### src/rtl/mkde_ram.sv
module mkde_ram #(
  parameter int WIDTH = 16,
  parameter int DEPTH = 256
) (
  input  logic                                     clk,
  input  logic                                     we,
  input  logic [((DEPTH > 1) ? $clog2(DEPTH) : 1)-1:0] waddr,
  input  logic [WIDTH-1:0]                         wdata,
  input  logic [((DEPTH > 1) ? $clog2(DEPTH) : 1)-1:0] raddr,
  output logic [WIDTH-1:0]                         rdata
);

  logic [WIDTH-1:0] mem [DEPTH];

  // One write port, one registered read port.
  always_ff @(posedge clk) begin
    if (we) begin
      mem[waddr] <= wdata;
    end
    rdata <= mem[raddr];
  end

endmodule

### config.mk
export PLATFORM = sky130hd
export DESIGN_NAME = mkde_ram
export DESIGN_NICKNAME = d
export VERILOG_FILES = /design/src/rtl/mkde_ram.sv
export SDC_FILE = /design/constraint.sdc
export NUM_CORES = 2
export LEC_CHECK = 0
export BUFFER_PORTS_ARGS = -buffer_cell sky130_fd_sc_hd__buf_2
export CORE_ASPECT_RATIO = 1.75
export CORE_MARGIN = 10
export CORE_UTILIZATION = 31
export CTS_CLUSTER_SIZE = 16
export DETAILED_ROUTE_END_ITERATION = 8
export PLACE_DENSITY = 0.43
export SLEW_MARGIN = 20
export SYNTH_ARGS = -nofsm -noshare
export SYNTH_HDL_FRONTEND = slang
export SYNTH_SLANG_ARGS = --single-unit
export TNS_END_PERCENT = 1
### constraint.sdc
create_clock -name clk -period 8.2 [get_ports clk]
set_input_delay 1.64 -clock clk [delete_from_list [all_inputs] [get_ports clk]]
set_output_delay 1.64 -clock clk [all_outputs]
set_load 0.05 [all_outputs]
==> impl_metrics.prom <==
# TYPE chip_impl_metric gauge
chip_impl_info{name="worst_path_max_delay_cell",value="sky130_fd_sc_hd__or3_1"} 1
chip_impl_metric{name="number_of_sinks_on_the_clock_net",unit=""} 4112
chip_impl_metric{name="slew_headroom",unit="%"} 5.02
chip_impl_metric{name="crit_path_max_incr_delay",unit="ns"} 0.93
chip_impl_metric{name="detail_route.iter0.violations",unit=""} 6633
chip_impl_metric{name="synth_top_cell_area_share",unit="%"} 77.5
chip_impl_metric{name="layout_worst_path_cycle_share",unit="%"} 69.4
chip_impl_metric{name="dp_worst_setup_slack",unit="ns"} 1.76
chip_impl_metric{name="number_of_warnings_reported_in_the_yosys_synthesis_log",unit=""} 0
chip_impl_metric{name="die_height",unit="um"} 967
chip_impl_info{name="crit_chain",value="buf_8 -> buf_12 -> nor2b_1 -> a221oi_1 -> o21ai_0 -> nand4_1 -> or3_1 -> nor4_1"} 1
chip_impl_metric{name="final-seq-area",unit="um2"} 123000
chip_impl_info{name="yosys.area.top_type",value="sky130_fd_sc_hd__edfxtp_1"} 1
chip_impl_metric{name="cp.arrival",unit="ns"} 6.55
chip_impl_metric{name="required",unit="ns"} 9.05
chip_impl_info{name="postSynth.topFlopCell",value="sky130_fd_sc_hd__edfxtp_1"} 1
chip_impl_metric{name="worst-path-max-fanout",unit=""} 97
chip_impl_info{name="kind_of_start_point_of_the_critical_path",value="input port"} 1
chip_impl_metric{name="total_switching_power",unit="uW"} 9590
chip_impl_metric{name="sequentialPowerShare",unit="%"} 52.9
chip_impl_metric{name="cts_buffer_depth",unit=""} 4
chip_impl_metric{name="synth_seq_cells",unit=""} 4112
chip_impl_metric{name="nets",unit=""} 7794
chip_impl_metric{name="drt.antenna.violating_nets",unit=""} 0
chip_impl_metric{name="timing.critical_path.buf_inv",unit=""} 2
chip_impl_metric{name="post-route-util",unit="%"} 35.7
chip_impl_metric{name="ctsHoldBuffers",unit=""} 0
chip_impl_metric{name="fmax",unit="MHz"} 176
chip_impl_metric{name="postSynth.asyncResetShare",unit="%"} 0
chip_impl_metric{name="fillCellCount",unit=""} 47000
chip_impl_metric{name="place_inst",unit=""} 14200
chip_impl_metric{name="ir_drop_worst_vdd",unit="mV"} 0.181
chip_impl_metric{name="grt_overflow_total",unit=""} 0
chip_impl_metric{name="internal_power_summed_over_all_cells",unit="uW"} 34200
chip_impl_metric{name="cts-buffers-inserted",unit=""} 383
chip_impl_metric{name="drc_errors",unit=""} 0
chip_impl_metric{name="design.die.area",unit="um2"} 542000
chip_impl_metric{name="synthesis.area",unit="um2"} 159000
chip_impl_metric{name="synth_fp_nets",unit=""} 7394
chip_impl_info{name="clock_tree.root_cell",value="sky130_fd_sc_hd__clkbuf_16"} 1
chip_impl_metric{name="placeableCoreArea",unit="um2"} 510000
chip_impl_metric{name="setup_violations",unit=""} 0
chip_impl_metric{name="layout_min_cycle_time",unit="ns"} 5.69
chip_impl_metric{name="stdcell_count",unit=""} 14900
chip_impl_metric{name="dp.final_hpwl",unit="mm"} 310
chip_impl_metric{name="grt_pass1_vias",unit=""} 80500
chip_impl_metric{name="synth-seq-area-share",unit="%"} 77.7
chip_impl_metric{name="gpl.final_weighted_congestion",unit=""} 0.862
chip_impl_metric{name="dr.pass1.iters",unit=""} 5
chip_impl_metric{name="ff2ff_setup_slack",unit="ns"} 4.68
chip_impl_metric{name="final.setup_skew",unit="ns"} 0.0516
chip_impl_metric{name="drv_slew",unit=""} 0
chip_impl_metric{name="grt_start_max_net_pins",unit=""} 168
chip_impl_metric{name="worst_skew_pair.late_latency",unit="ns"} 0.96
chip_impl_metric{name="area.growth.synth_to_final",unit="%"} 14.7
chip_impl_metric{name="grt.total_usage",unit="%"} 17.9
chip_impl_metric{name="ioPinCount",unit=""} 50
chip_impl_info{name="synthTopCellsByArea",value="sky130_fd_sc_hd__edfxtp_1 77%, sky130_fd_sc_hd__mux4_2 11%, sky130_fd_sc_hd__mux2i_1 3.6%"} 1
chip_impl_metric{name="worst-slew-pin-transition",unit="ns"} 1.42
chip_impl_metric{name="area_occupied_by_multi_input_gates",unit="um2"} 33500
chip_impl_metric{name="post-cts-setup-buffer-count",unit=""} 0
chip_impl_metric{name="netSwitchingFraction",unit="%"} 21.9
chip_impl_metric{name="detail_route.wl_per_cell",unit="um"} 33.6
chip_impl_metric{name="initial_utilization",unit="%"} 31.1
chip_impl_metric{name="io_buf_count",unit=""} 49
chip_impl_info{name="grt_setup_unrepaired",value="no"} 1
chip_impl_metric{name="fin_setup_tns",unit="ns"} 0
chip_impl_info{name="outcome",value="complete, no violations"} 1
chip_impl_metric{name="synth-edff-count",unit=""} 4096
chip_impl_metric{name="synth.avg_cell_area",unit="um2"} 21.6
chip_impl_info{name="clock_tree_from_tritoncts",value="yes"} 1
chip_impl_metric{name="total_leakage_power",unit="uW"} 0.0563
chip_impl_info{name="worstSetupPathType",value="input port to register"} 1
chip_impl_metric{name="htreeDepth",unit=""} 5
chip_impl_metric{name="cap_violations",unit=""} 0
chip_impl_metric{name="finalWirelength",unit="mm"} 501
chip_impl_metric{name="grt_pass1_wl",unit="mm"} 686
chip_impl_metric{name="clock_share_of_power",unit="%"} 41.8
chip_impl_metric{name="final_layout_size_suffix_gt1_share",unit="%"} 26.0
chip_impl_metric{name="clkSlewWorstSetupHoldPaths",unit="ns"} 0.06
chip_impl_metric{name="pwr-share-comb",unit="%"} 5.3
chip_impl_metric{name="hold_ws",unit="ns"} 1.04
chip_impl_metric{name="cts_repair_resize_count",unit=""} 0
chip_impl_metric{name="routed-via-count",unit=""} 77000
chip_impl_metric{name="final.setup.worst_slack",unit="ns"} 2.51
chip_impl_metric{name="vias_per_cell",unit=""} 5.16
chip_impl_info{name="crit_family",value="simple AND/OR/NAND/NOR gates"} 1
chip_impl_metric{name="fp-row-count",unit=""} 347
chip_impl_info{name="hold_path_class",value="input port to register"} 1
chip_impl_info{name="setup.worst_path.end_class",value="register"} 1
chip_impl_metric{name="grt_antenna_before_repair",unit=""} 27
chip_impl_metric{name="post_synthesis_instance_total",unit=""} 7360
chip_impl_metric{name="pwr_density_cell",unit="nW/um2"} 241
chip_impl_metric{name="die_w",unit="um"} 561
chip_impl_metric{name="ys_types",unit=""} 52
chip_impl_metric{name="report.final.hold_viol_count",unit=""} 0
Yosys cell counts (17+ instances only):
cell type / n
sky130_fd_sc_hd__o32ai_1: 20
sky130_fd_sc_hd__nand4_1: 26
sky130_fd_sc_hd__mux4_2: 797
sky130_fd_sc_hd__o221ai_1: 252
sky130_fd_sc_hd__a21oi_1: 175
sky130_fd_sc_hd__a22o_1: 32
sky130_fd_sc_hd__nand3_1: 35
sky130_fd_sc_hd__a22oi_1: 43
sky130_fd_sc_hd__mux2_2: 88
sky130_fd_sc_hd__nand2_1: 38
sky130_fd_sc_hd__nor4_1: 17
sky130_fd_sc_hd__o21ai_0: 37
sky130_fd_sc_hd__nor3_1: 92
sky130_fd_sc_hd__a211oi_1: 18
sky130_fd_sc_hd__buf_4: 26
sky130_fd_sc_hd__nor2_1: 304
sky130_fd_sc_hd__mux2i_1: 565
sky130_fd_sc_hd__buf_2: 76
sky130_fd_sc_hd__buf_1: 27
sky130_fd_sc_hd__edfxtp_1: 4096
sky130_fd_sc_hd__buf_6: 77
sky130_fd_sc_hd__o22ai_1: 148
sky130_fd_sc_hd__a221oi_1: 28
sky130_fd_sc_hd__clkbuf_1: 230
metrics by stage:
step,instance area (um2),power (uW)
after floorplan,159000,24800
after global placement,169000,26000
after detailed placement,169000,26000
after CTS,182000,44300
after global routing,182000,45100
final,182000,43800
path summary, 6_finish.rpt:
| kind | start | end | cells after the start |
|---|---|---|---|
| worst max-delay path | raddr[1] | rdata[12]$_DFF_P_ | 8 |
| worst min-delay path | wdata[13] | mem[235][13]$_DFFE_PP_ | 1 |
| worst max register to register | mem[7][1]$_DFFE_PP_ | rdata[1]$_DFF_P_ | 6 |
| worst min register to register | mem[114][15]$_DFFE_PP_ | rdata[15]$_DFF_P_ | 6 |
worst register-to-register path: stages, from the launching register on:
cell and delay, ns:
sky130_fd_sc_hd__edfxtp_1 0.37, sky130_fd_sc_hd__mux4_2 0.48, sky130_fd_sc_hd__mux2_2 0.31, sky130_fd_sc_hd__a22oi_1 0.70, sky130_fd_sc_hd__nand2_1 0.36, sky130_fd_sc_hd__o32ai_1 0.95
sky130_fd_sc_hd__nor4_1 0.18
routing by layer:
layer	part of all wire, %	vias up	GRT usage (%)
met2	55	1978	33.8
met5	0.012	-	0
met4	4.7	10	7.15
li1	-	32100	-
met1	37	42300	20.3
met3	4.0	622	2.34
flip-flops by register name (all words and copies together) (netlist names):
register and cells:
rdata 16, mem 4096
layout make-up:
type	instances	share of cell area, %
Sequential cell	4112	67.7
Multi-Input combinational cell	2792	18.4
Clock buffer	465	5.58
Tap cell	6805	4.68
Timing Repair Buffer	467	2.22
Clock inverter	231	1.31
Antenna cell	45	0.0618
Inverter	4	0.0151
power by group through the flow:
stage	combinational (uW)	clock, uW	sequential (uW)
final	2320	18300	23200
after global routing	2430	19500	23200
after CTS	2380	18700	23200
after detailed placement	2370	0	23700
after global placement	2340	0	23700
after floorplan	1140	0	23700
layout by cell type, fill, tap and decap left out, types with 17 or more instances in the layout:
cell type                   netlist  final
sky130_fd_sc_hd__o21ai_0         37     36
sky130_fd_sc_hd__a21oi_1        175    169
sky130_fd_sc_hd__o22ai_1        148    148
sky130_fd_sc_hd__clkbuf_16        0    394
sky130_fd_sc_hd__mux4_2         797    797
sky130_fd_sc_hd__nor2_1         304    164
sky130_fd_sc_hd__nor3_1          92     76
sky130_fd_sc_hd__o32ai_1         20     20
sky130_fd_sc_hd__mux2_2          88     88
sky130_fd_sc_hd__nand2_1         38     37
sky130_fd_sc_hd__clkinv_1         0     75
sky130_fd_sc_hd__edfxtp_1      4096   4096
sky130_fd_sc_hd__nand4_1         26     26
sky130_fd_sc_hd__clkinv_2         0     80
sky130_fd_sc_hd__a211oi_1        18     18
sky130_fd_sc_hd__a22o_1          32     32
sky130_fd_sc_hd__buf_2           76     28
sky130_fd_sc_hd__bufinv_16        0     48
sky130_fd_sc_hd__a221oi_1        28     24
sky130_fd_sc_hd__nand3_1         35     26
sky130_fd_sc_hd__nor2_4           0     48
sky130_fd_sc_hd__diode_2          0     45
sky130_fd_sc_hd__nor2_2           0     92
sky130_fd_sc_hd__nor4_1          17     17
sky130_fd_sc_hd__o221ai_1       252    252
sky130_fd_sc_hd__clkbuf_1       230     67
sky130_fd_sc_hd__buf_4           26    382
sky130_fd_sc_hd__buf_8           11     17
sky130_fd_sc_hd__a22oi_1         43     43
sky130_fd_sc_hd__buf_12           5     35
sky130_fd_sc_hd__mux2i_1        565    565
cells by family after synthesis:
family,Yosys count,share of synthesized area (%)
simple gates,556,1.57
buf+inv,456,1.69
flops,4112,77.7
mux,1450,15.5
compound gates,786,3.54
Power figures use the tool's default switching activity.
